[src/hdl/firad_pkg.sv]
// Shared types and constants for the ADC-to-DAC FIR filter.
package firad_pkg;

    // Sequencer states
    typedef enum logic [2:0] {
        S_IDLE,
        S_RUN,
        S_DRAIN,
        S_SCALE,
        S_RECIP,
        S_FIX
    } t_state;

    // tuser selector codes
    localparam logic ACT_LOAD   = 1'b0;
    localparam logic ACT_SAMPLE = 1'b1;

    // Input beat layout
    localparam int IN_DATA_W = 40;
    localparam int ADC_W     = 12;
    localparam int DAC_W     = 8;

    localparam logic [ADC_W-1:0] ADC_MAX = 12'hFFF;

    // y*255/4095 reduces to y*17/273
    localparam int X_W = 17;
    localparam logic [X_W-1:0] SCALE_NUM = 17'd17;
    localparam logic [X_W-1:0] DIV_DEN   = 17'd273;

    // floor(2^24/273); quotient from it is low by at most one
    localparam int RECIP_SH = 24;
    localparam logic [15:0] RECIP_M = 16'd61455;

endpackage

[src/hdl/fir_filter_adc_to_dac.sv]
// Timing: a coefficient load beat completes in the cycle it is accepted.
// A sample beat passes through the RUN, DRAIN, SCALE, RECIP and FIX states before its
// result is registered, when tready also returns, so a new sample is not accepted until
// the last result is loaded, the single multiply-accumulate unit stepping one tap per cycle over both RAMs.
// Reset: synchronous active-low; both stores read as zero after reset through
// per-entry valid bits, with no clearing pass.
module fir_filter_adc_to_dac #(
    parameter int TAPS       = 64,
    parameter int COEF_WIDTH = 16
) (
    input  logic                           i_clk,
    input  logic                           i_rst_n,
    // slave side
    input  logic                           s_axis_tvalid,
    output logic                           s_axis_tready,
    // [5:0] coef_index, [21:6] coef_value, [33:22] adc_sample, [39:34] zero
    input  logic [firad_pkg::IN_DATA_W-1:0] s_axis_tdata,
    // [0] action
    input  logic [0:0]                     s_axis_tuser,
    // master side
    output logic                           m_axis_tvalid,
    input  logic                           m_axis_tready,
    // [7:0] dac_code
    output logic [firad_pkg::DAC_W-1:0]    m_axis_tdata
);

    import firad_pkg::*;

    localparam int TAP_W  = $clog2(TAPS);
    localparam int PROD_W = COEF_WIDTH + ADC_W + 1;
    localparam int ACC_W  = PROD_W + TAP_W;
    localparam logic [TAP_W-1:0] LAST_TAP = TAP_W'(TAPS - 1);

    // Input field extraction
    logic [5:0]       w_coef_index;
    logic [15:0]      w_coef_value;
    logic [ADC_W-1:0] w_adc_sample;
    logic             w_is_sample;
    logic [8:0]       w_idx9;
    logic             w_idx_ok;
    logic [31:0]      w_coef32;

    assign w_coef_index = s_axis_tdata[5:0];
    assign w_coef_value = s_axis_tdata[21:6];
    assign w_adc_sample = s_axis_tdata[33:22];
    assign w_is_sample  = (s_axis_tuser[0] == ACT_SAMPLE);
    assign w_idx9       = 9'(w_coef_index);
    assign w_idx_ok     = (w_idx9 < 9'(TAPS));
    assign w_coef32     = 32'($signed(w_coef_value));

    // Control
    t_state           r_state, n_state;
    logic             w_accept;
    logic             w_start;
    logic             w_load;
    logic             w_issue;
    logic             w_out_load;

    logic [TAP_W-1:0] r_tap;
    logic [TAP_W-1:0] r_rd_pos;
    logic [TAP_W-1:0] r_wr_pos;
    logic [TAPS-1:0]  r_coef_valid;
    logic [TAPS-1:0]  r_hist_valid;
    logic             r_iss;
    logic             r_prod_vld;
    logic             r_cv_q;
    logic             r_hv_q;
    logic             r_out_valid;

    // Datapath
    logic [COEF_WIDTH-1:0]    w_coef_rd;
    logic [ADC_W-1:0]         w_hist_rd;
    logic signed [COEF_WIDTH-1:0] w_coef_eff;
    logic signed [ADC_W:0]    w_hist_eff;
    logic signed [PROD_W-1:0] r_prod;
    logic signed [ACC_W-1:0]  r_acc;
    logic [ADC_W-1:0]         w_y;
    logic [X_W-1:0]           r_x;
    logic [32:0]              w_recip;
    logic [DAC_W-1:0]         r_q0;
    logic [X_W-1:0]           w_rem;
    logic [DAC_W-1:0]         w_q;
    logic [DAC_W-1:0]         r_out_data;

    assign w_accept = s_axis_tvalid && s_axis_tready;
    assign w_start  = w_accept && w_is_sample;
    assign w_load   = w_accept && !w_is_sample && w_idx_ok;

    // Next state
    always_comb begin
        n_state = r_state;
        case (r_state)
            S_IDLE: begin
                if (w_start) n_state = S_RUN;
            end
            S_RUN: begin
                if (r_tap == LAST_TAP) n_state = S_DRAIN;
            end
            S_DRAIN: begin
                if (!r_iss && !r_prod_vld) n_state = S_SCALE;
            end
            S_SCALE: n_state = S_RECIP;
            S_RECIP: n_state = S_FIX;
            S_FIX: begin
                if (w_out_load) n_state = S_IDLE;
            end
            default: n_state = S_IDLE;
        endcase
    end

    // State outputs
    always_comb begin
        s_axis_tready = 1'b0;
        w_issue       = 1'b0;
        w_out_load    = 1'b0;
        case (r_state)
            S_IDLE:  s_axis_tready = 1'b1;
            S_RUN:   w_issue = 1'b1;
            S_FIX:   w_out_load = !r_out_valid || m_axis_tready;
            default: ;
        endcase
    end

    always_ff @(posedge i_clk) begin
        if (!i_rst_n) begin
            r_state      <= S_IDLE;
            r_tap        <= '0;
            r_rd_pos     <= '0;
            r_wr_pos     <= '0;
            r_coef_valid <= '0;
            r_hist_valid <= '0;
            r_iss        <= 1'b0;
            r_prod_vld   <= 1'b0;
            r_out_valid  <= 1'b0;
        end else begin
            r_state    <= n_state;
            r_iss      <= w_issue;
            r_prod_vld <= r_iss;
            if (w_load) begin
                r_coef_valid[w_idx9[TAP_W-1:0]] <= 1'b1;
            end
            if (w_start) begin
                r_hist_valid[r_wr_pos] <= 1'b1;
                r_tap    <= '0;
                r_rd_pos <= r_wr_pos;
                r_wr_pos <= (r_wr_pos == LAST_TAP) ? '0 : r_wr_pos + 1'b1;
            end
            // advance tap and walk history from newest to oldest
            if (w_issue) begin
                r_tap    <= r_tap + 1'b1;
                r_rd_pos <= (r_rd_pos == '0) ? LAST_TAP : r_rd_pos - 1'b1;
            end
            if (w_out_load) begin
                r_out_valid <= 1'b1;
            end else if (m_axis_tready) begin
                r_out_valid <= 1'b0;
            end
        end
    end

    firad_ram #(
        .WIDTH(COEF_WIDTH),
        .DEPTH(TAPS)
    ) u_coef_ram (
        .i_clk  (i_clk),
        .i_we   (w_load),
        .i_waddr(w_idx9[TAP_W-1:0]),
        .i_wdata(w_coef32[COEF_WIDTH-1:0]),
        .i_raddr(r_tap),
        .o_rdata(w_coef_rd)
    );

    firad_ram #(
        .WIDTH(ADC_W),
        .DEPTH(TAPS)
    ) u_hist_ram (
        .i_clk  (i_clk),
        .i_we   (w_start),
        .i_waddr(r_wr_pos),
        .i_wdata(w_adc_sample),
        .i_raddr(r_rd_pos),
        .o_rdata(w_hist_rd)
    );

    // Entries never written read as zero
    assign w_coef_eff = r_cv_q ? $signed(w_coef_rd) : '0;
    assign w_hist_eff = r_hv_q ? $signed({1'b0, w_hist_rd}) : '0;

    // Clamp the Q-shifted sum to the ADC range
    always_comb begin
        if (r_acc[ACC_W-1]) begin
            w_y = '0;
        end else if (|r_acc[ACC_W-2:COEF_WIDTH+ADC_W-1]) begin
            w_y = ADC_MAX;
        end else begin
            w_y = r_acc[COEF_WIDTH+ADC_W-2:COEF_WIDTH-1];
        end
    end

    assign w_recip = 33'(r_x) * 33'(RECIP_M);
    assign w_rem   = r_x - X_W'(r_q0) * DIV_DEN;
    assign w_q     = r_q0 + DAC_W'(w_rem >= DIV_DEN);

    always_ff @(posedge i_clk) begin
        r_cv_q <= r_coef_valid[r_tap];
        r_hv_q <= r_hist_valid[r_rd_pos];
        r_prod <= w_coef_eff * w_hist_eff;
        if (w_start) begin
            r_acc <= '0;
        end else if (r_prod_vld) begin
            r_acc <= r_acc + {{TAP_W{r_prod[PROD_W-1]}}, r_prod};
        end
        if (r_state == S_SCALE) begin
            r_x <= X_W'(w_y) * SCALE_NUM;
        end
        if (r_state == S_RECIP) begin
            r_q0 <= w_recip[RECIP_SH+DAC_W-1:RECIP_SH];
        end
        if (w_out_load) begin
            r_out_data <= w_q;
        end
    end

    assign m_axis_tvalid = r_out_valid;
    assign m_axis_tdata  = r_out_data;

    // Reciprocal quotient is never more than one short
    a_recip_err: assert property (@(posedge i_clk) disable iff (!i_rst_n)
        (r_state == S_FIX) |-> (w_rem < 2 * DIV_DEN))
        else $error("reciprocal quotient off by more than one");

    // Scaling must see a fully drained accumulator
    a_drained: assert property (@(posedge i_clk) disable iff (!i_rst_n)
        (r_state == S_SCALE) |-> (!r_iss && !r_prod_vld))
        else $error("scale started with taps in flight");

    // Circular pointers stay inside the store
    a_ptr_range: assert property (@(posedge i_clk) disable iff (!i_rst_n)
        (r_wr_pos < TAPS) && (r_rd_pos < TAPS) && (r_tap < TAPS))
        else $error("pointer beyond TAPS");

    // A sample beat starts a fresh tap sweep at the newest entry
    a_start_sweep: assert property (@(posedge i_clk) disable iff (!i_rst_n)
        w_start |=> (r_state == S_RUN) && (r_tap == '0) && (r_rd_pos == $past(r_wr_pos)))
        else $error("sweep did not start at newest sample");

    // A pending result is not overwritten
    a_no_overwrite: assert property (@(posedge i_clk) disable iff (!i_rst_n)
        (r_out_valid && !m_axis_tready) |=> $stable(r_out_data))
        else $error("pending result overwritten");

endmodule

[src/hdl/firad_ram.sv]
// Generic single-write, single-read RAM with registered read data.
module firad_ram #(
    parameter int WIDTH = 16,
    parameter int DEPTH = 64
) (
    input  logic                     i_clk,
    input  logic                     i_we,
    input  logic [$clog2(DEPTH)-1:0] i_waddr,
    input  logic [WIDTH-1:0]         i_wdata,
    input  logic [$clog2(DEPTH)-1:0] i_raddr,
    output logic [WIDTH-1:0]         o_rdata
);

    logic [WIDTH-1:0] r_mem [DEPTH];
    logic [WIDTH-1:0] r_rdata;

    always_ff @(posedge i_clk) begin
        if (i_we) begin
            r_mem[i_waddr] <= i_wdata;
        end
        r_rdata <= r_mem[i_raddr];
    end

    assign o_rdata = r_rdata;

endmodule

[config.mk]
export PLATFORM = sky130hd
export DESIGN_NAME = fir_filter_adc_to_dac
export DESIGN_NICKNAME = d
export VERILOG_FILES = /design/src/hdl/firad_pkg.sv /design/src/hdl/fir_filter_adc_to_dac.sv /design/src/hdl/firad_ram.sv
export SDC_FILE = /design/constraint.sdc
export NUM_CORES = 2
export LEC_CHECK = 0
export ABC_AREA = 0
export BUFFER_PORTS_ARGS = -buffer_cell sky130_fd_sc_hd__buf_2
export CORE_MARGIN = 2
export CORE_UTILIZATION = 60
export DETAILED_ROUTE_END_ITERATION = 8
export PLACE_DENSITY = 0.84
export SLEW_MARGIN = 20
export SYNTH_ARGS = -nofsm -noshare
export SYNTH_HDL_FRONTEND = slang
export SYNTH_SLANG_ARGS = --single-unit
[constraint.sdc]
create_clock -name i_clk -period 6.9 [get_ports i_clk]
set_clock_uncertainty 0.2 [all_clocks]
set_input_delay 0.69 -clock i_clk [delete_from_list [all_inputs] [get_ports i_clk]]
set_output_delay 0.69 -clock i_clk [all_outputs]
set_load 0.01 [all_outputs]
# Word-level counts from Yosys, hierarchy flattened
# Memories as Yosys holds them, arrays and structs flattened. A register that Yosys moved wholly into a read port is not among the register bits.
# Cells that the tools add are included.
totals:
  regBits: 251
  ram_bits: 1792
  in_bits: 45
  out_inout_bits: 10
  wordCells: 99
  mem_count: 2
op_classes:
  n_addsub: 6
  mul: 4
  n_lt_le_gt_ge: 8
  eq_ne: 11
  mux: 32
  bitwise: 2
  reduce_logical: 18
mem_list:
  columns: ["name", "depth", "width", "read_ports", "rd_clocked_by_memory_dff", "write_ports", "line", "text"]
  rows:
  - ["u_coef_ram.r_mem", 64, 16, 1, 1, 1, "firad_ram.sv:14", "logic [WIDTH-1:0] r_mem [DEPTH];"]
  - ["u_hist_ram.r_mem", 64, 12, 1, 1, 1, "firad_ram.sv:14", null]
op_table:
  columns: ["operator", "count"]
  rows:
  - ["$or 64x64->64", 2]
  - ["$mux 12", 3]
  - ["$mux 6", 6]
  - ["$add 35x35->35", 1]
  - ["$lt 6x7->1 const B", 5]
  - ["$mul 17x16->32 const B", 1]
  - ["$mul 16x13->29", 1]
  - ["$pmux 3 s6", 1]
  - ["$ge 17x9->1 const B", 1]
  - ["$mul 12x5->17 const B", 1]
  - ["$mul 8x9->17 const B", 1]
  - ["$sub 17x17->17", 1]
  - ["$mux 16", 1]
  - ["$mux 1", 13]
  - ["$add 6x1->6 const B", 2]
  - ["$bmux 1 s6", 2]
  - ["$demux 1 s6", 2]
  - ["$eq 6x6->1 const B", 2]
  - ["$ge 6x1->1 const B", 2]
  - ["$mux 3", 4]
  - ["$add 8x1->8", 1]
  - ["$logic_and 1x1->1", 7]
  - ["$reduce_or 7->1", 1]
  - ["$eq 3x2->1 const B", 2]
  - ["11 further kinds", 18]

# Longest topological paths before layout
depth:
  ltp_word: 7
  mapped_depth: 24
  ltp_nobuf: 22

# Modules after synthesis
# Synthesis repeated with hierarchy kept, for this count alone.
unflattened:
  hier_cells: 5773
  area_unflattened_um2: 93798.7
by_module_without_submodules:
  columns: ["mod", "n_inst", "cells_per_inst", "area_each_um2", "seq_area_each_um2"]
  rows:
  - ["firad_ram (u_coef_ram)", 1, 1829, 40042.2, 31069.8]
  - ["firad_ram (u_hist_ram)", 1, 1339, 29851.1, 23302.3]
  - ["fir_filter_adc_to_dac", 1, 2605, 23905.4, 5355.1]

# Worst setup path after synthesis
# No wires, ideal clock.
synth_timing:
  path_type: "register -> register"
  startpoint: "register r_hv_q"
  endpoint: "register r_prod[28]"
  setup_ps: 133
  t_arrival_ps: 5630
  t_required_ps: 6567
  path_slack_ps: 937
  path_stages_with_launch: 21
  n_path_buf: 2
  synth_period_minus_slack_ps: 5963
  cell_sequence: "dfxtp_1 -> clkbuf_1 -> clkbuf_1 -> nand3_1 -> fa_1 -> fa_1 -> inv_1 -> fa_1 -> fa_1 -> inv_1 -> fa_1 -> inv_1 -> ha_1 -> a21o_1 -> a21o_1 -> a21o_1 -> o21a_1 -> a41oi_1 -> a21oi_1 -> nor4_1 -> a311oi_1"
synth_via:
  elab_chain_cells: 2
synth_lines:
  columns: ["item", "line", "text"]
  rows:
  - ["start: declaration", "fir_filter_adc_to_dac.sv:67", "logic r_hv_q;"]
  - ["start signal: assignment", "fir_filter_adc_to_dac.sv:206", "r_hv_q <= r_hist_valid[r_rd_pos];"]
  - ["$mux 12", "fir_filter_adc_to_dac.sv:187", "assign w_hist_eff = r_hv_q ? $signed({1'b0, w_hist_rd}) : '0;"]
  - ["$mul 16x13->29", "fir_filter_adc_to_dac.sv:207", "r_prod <= w_coef_eff * w_hist_eff;"]
  - ["end signal: assignment", "fir_filter_adc_to_dac.sv:207", null]
  - ["end: declaration", "fir_filter_adc_to_dac.sv:75", "logic signed [PROD_W-1:0] r_prod;"]
# Every way passes these cells.
# A chain may end at the register's enable or synchronous reset.

# Worst setup path after layout
layout_timing:
  startpoint: "register r_hv_q"
  endpoint: "register r_prod[25]"
# Same word-level chain as after synthesis.

==> results.ini <==
[outcome]
status = finished clean

[setup_path]
worstSetupStartpoint = r_hv_q
criticalPathCategory = reg -> reg
critical_path.startpoint_type = flop
cp.required_ps = 7430
cpPeakStageDelay_ps = 570
critPathSlowestCell = fa_1
path_cells = buf_4 > nand2_1 > nor2_1 > fa_1 > inv_1 > fa_1 > inv_1 > fa_1 > fa_1 > inv_1 > fa_1 > inv_1 > ha_1 > a21o_1 > a221oi_1 > a21oi_1 > o22ai_1 > o21ai_0 > a21o_1 > a21oi_1 > xnor2_1
cp_max_fo = 20
reg2reg_from = r_hv_q
crit_arrival_ps = 7060
end_kind = flop
path_common_cell = fa_1

[power_and_ir_drop]
clkPwrFrac_pct = 41.8
internal_power_mw = 20.4
switching_share_pct = 22.3
seqPwrFrac_pct = 52.6
leakagePower_nw = 34.7
power_density_mw_per_mm2 = 258
vdd_ir_drop_max_mv = 0.380
switchingPower_mw = 5.84
total_power_mw = 26.2
pwr-share-comb_pct = 5.6

[synth]
yosys.area_share.simple_pct = 3.53
synthAdderAreaFrac_pct = 9.20
synth_top_area_share_pct = 59.5
ys_seq_area_share_pct = 64.9
yosys-top-cells-area = edfxtp_1 60%, mux4_2 15%, dfxtp_1 5.4%
synth_common_cells = 1825 x edfxtp_1, 630 x mux4_2, 425 x inv_1, 341 x nor2_1, 285 x ha_1
synth.most_common_cell = edfxtp_1
synth.ff_latch_count = 2071
synth_top_family_by_area = multiplexers
yosys_warnings = 0
syn_nets = 5731
synth_edf_count = 1825
yosys.cell_types.count = 68
synth_area_leader_cell = edfxtp_1
synth_area_mm2 = 0.0920
async_reset_ff_share_pct = 0
synth-compound-area-share_pct = 3.07
syn_inst = 5156
synthMuxAreaShare_pct = 15.6
synth_ff_type = edfxtp_1
postSynthAreaPerCell_um2 = 17.9
synth-xor-area-share_pct = 0.875

[grt]
antenna_found_initial = 18
use_met2_pct = 49.9
grt_max_degree = 102
grt-busiest-layer = met2
grt_pass1_vias = 51674
grt_use_met3_pct = 7.07
grt_usage_pct = 30.2
grt_overflow = 0
use_met1_pct = 38.8
grt_first_pass_wirelength_um = 345000

[floorplan]
start_util_pct = 60.5
std_cell_rows = 143
die_h_um = 396
die-width_um = 396
dieArea_mm2 = 0.157
core_area_mm2 = 0.152
io_pins = 55

[clock_network]
tritoncts = yes
cts_sinks = 2071
cts-hold-fix-buffers = 0
numCtsBuffers = 194
post-cts-setup-buffers = 0
root_buffer = clkbuf_16
htreeDepth = 4
clockBufferDepth = 3
clk_pin_slew_ps = 60
clock_latency_ps = 860

[routing]
wl_per_cell_um = 31.1
routed_wl_um = 234000
drt_iter0_drc = 7190
drtPass1Iterations = 8
antenna_left = 0
drc = 0
route.vias.total = 50389
routed_via_density = 6.71

[placement]
post-place-ws_ps = 439
gp_congestion = 0.928
dp.cells = 7139
placed_area_mm2 = 0.0951
numPortBuffers = 48
dp_hpwl_um = 130000

[cells_and_area]
fin_util_pct = 66.9
multi_input_area_mm2 = 0.0298
fin_cells = 7515
fin_nets = 5880
seq_area_mm2 = 0.0598
final_area_mm2 = 0.102
area_growth_pct = 10.5
fillers = 9188
drive_above_1_share_pct = 21.3

[sta]
rsz0062_at_grt = no
period_share_pct = 94.5
fin_crit_ps = 6520
whs_ps = 76.1
tns_ps = 0
fin_ws_ps = 377
setup_viol = 0
maxSlewViolCount = 0
final_hold_viol_count = 0
worstMarginPinSlew_ps = 1170
max_slew_margin_pct = 21.7
clock.fmax_mhz = 153

[hold_path]
min-delay-start = m_axis_tready
min_path_type = in -> reg

[flow_run]
max_cap_viol_count = 0

-- final timing paths --
kind	end	slack, ps	cells after the start
worst max-delay path	r_prod[25]	380	21
worst min-delay path	m_axis_tvalid	80	3
worst max register to register	r_prod[25]	380	21
worst min register to register	r_prod_vld	260	1
-- cell usage in the layout, fill, tap and decap left out, drive strengths merged, types with 12 or more instances in the layout --
| cell type | instances |
|---|---|
| mux4 | 630 |
| xor2 | 30 |
| fa | 245 |
| o21bai | 12 |
| nor2b | 15 |
| nand4 | 14 |
| a21oi | 95 |
| clkinv | 87 |
| buf | 183 |
| and2 | 32 |
| inv | 432 |
| edfxtp | 1825 |
| mux2i | 19 |
| ha | 285 |
| nand2b | 14 |
| dfxtp | 246 |
| clkbuf | 248 |
| xnor2 | 62 |
| nand3b | 12 |
| o21ai | 65 |
| nand3 | 50 |
| nor2 | 341 |
| and3 | 12 |
| nor3 | 24 |
| o21a | 138 |
| bufinv | 16 |
| a21o | 34 |
| nand2 | 189 |
-- repair_timing --
action                                  in CTS  in global routing
hold endpoints to repair                     0                  0
endpoints found under the setup margin       0                  2
gates resized for setup                      0                  4
-- worst max-delay path: cells and delay by family (launching register included) --
family,cells,cell delay (ps)
buffers and inverters,5,540
adders and majority gates,6,2660
xor gates and xnor gates,1,150
and+or+nand+nor,2,630
AOI/OAI and AO/OA,7,1790
DFF,1,430
-- power groups by stage --
stage / Clock, mW / Combinational, mW / Sequential [mW]
after floorplan: 0 / 0.940 / 14.0
after global placement: 0 / 1.35 / 14.0
after detailed placement: 0 / 1.40 / 14.0
after CTS: 11.0 / 1.45 / 13.8
after global routing: 11.4 / 1.54 / 13.8
final: 11.0 / 1.47 / 13.8
-- final cells by class --
type / instances / area share (%)
antenna: 10 / 0.0246
sequential: 2071 / 58.8
tap: 2030 / 2.50
timing repair buffer: 183 / 1.42
inverter: 426 / 1.57
clock inverter: 118 / 1.22
multi-input combinational: 2429 / 29.3
clock buffer: 248 / 5.19
-- layer usage --
layer	vias up	wire, um
met5	-	90
met3	755	24600
met4	16	12100
met1	25795	80900
li1	20122	-
met2	3701	116000
-- registers in the layout, indices dropped and copies added, names as in the netlist, 8 cells and up --
register / count
u_hist_ram.o_rdata: 12
r_acc: 35
u_coef_ram.o_rdata: 16
r_x: 17
r_hist_valid: 64
r_coef_valid: 64
m_axis_tdata: 8
u_hist_ram.r_mem: 768
u_coef_ram.r_mem: 1024
r_q0: 8
r_prod: 29
-- kinds of logic after synthesis --
kind of cell | after synthesis
adders and majority gates | 530
buffers and inverters | 656
and+or+nand+nor | 737
xor gates and xnor gates | 92
DFF | 2071
muxes | 650
AOI/OAI and AO/OA | 420
Note: power is estimated with default switching activity, not from simulation.
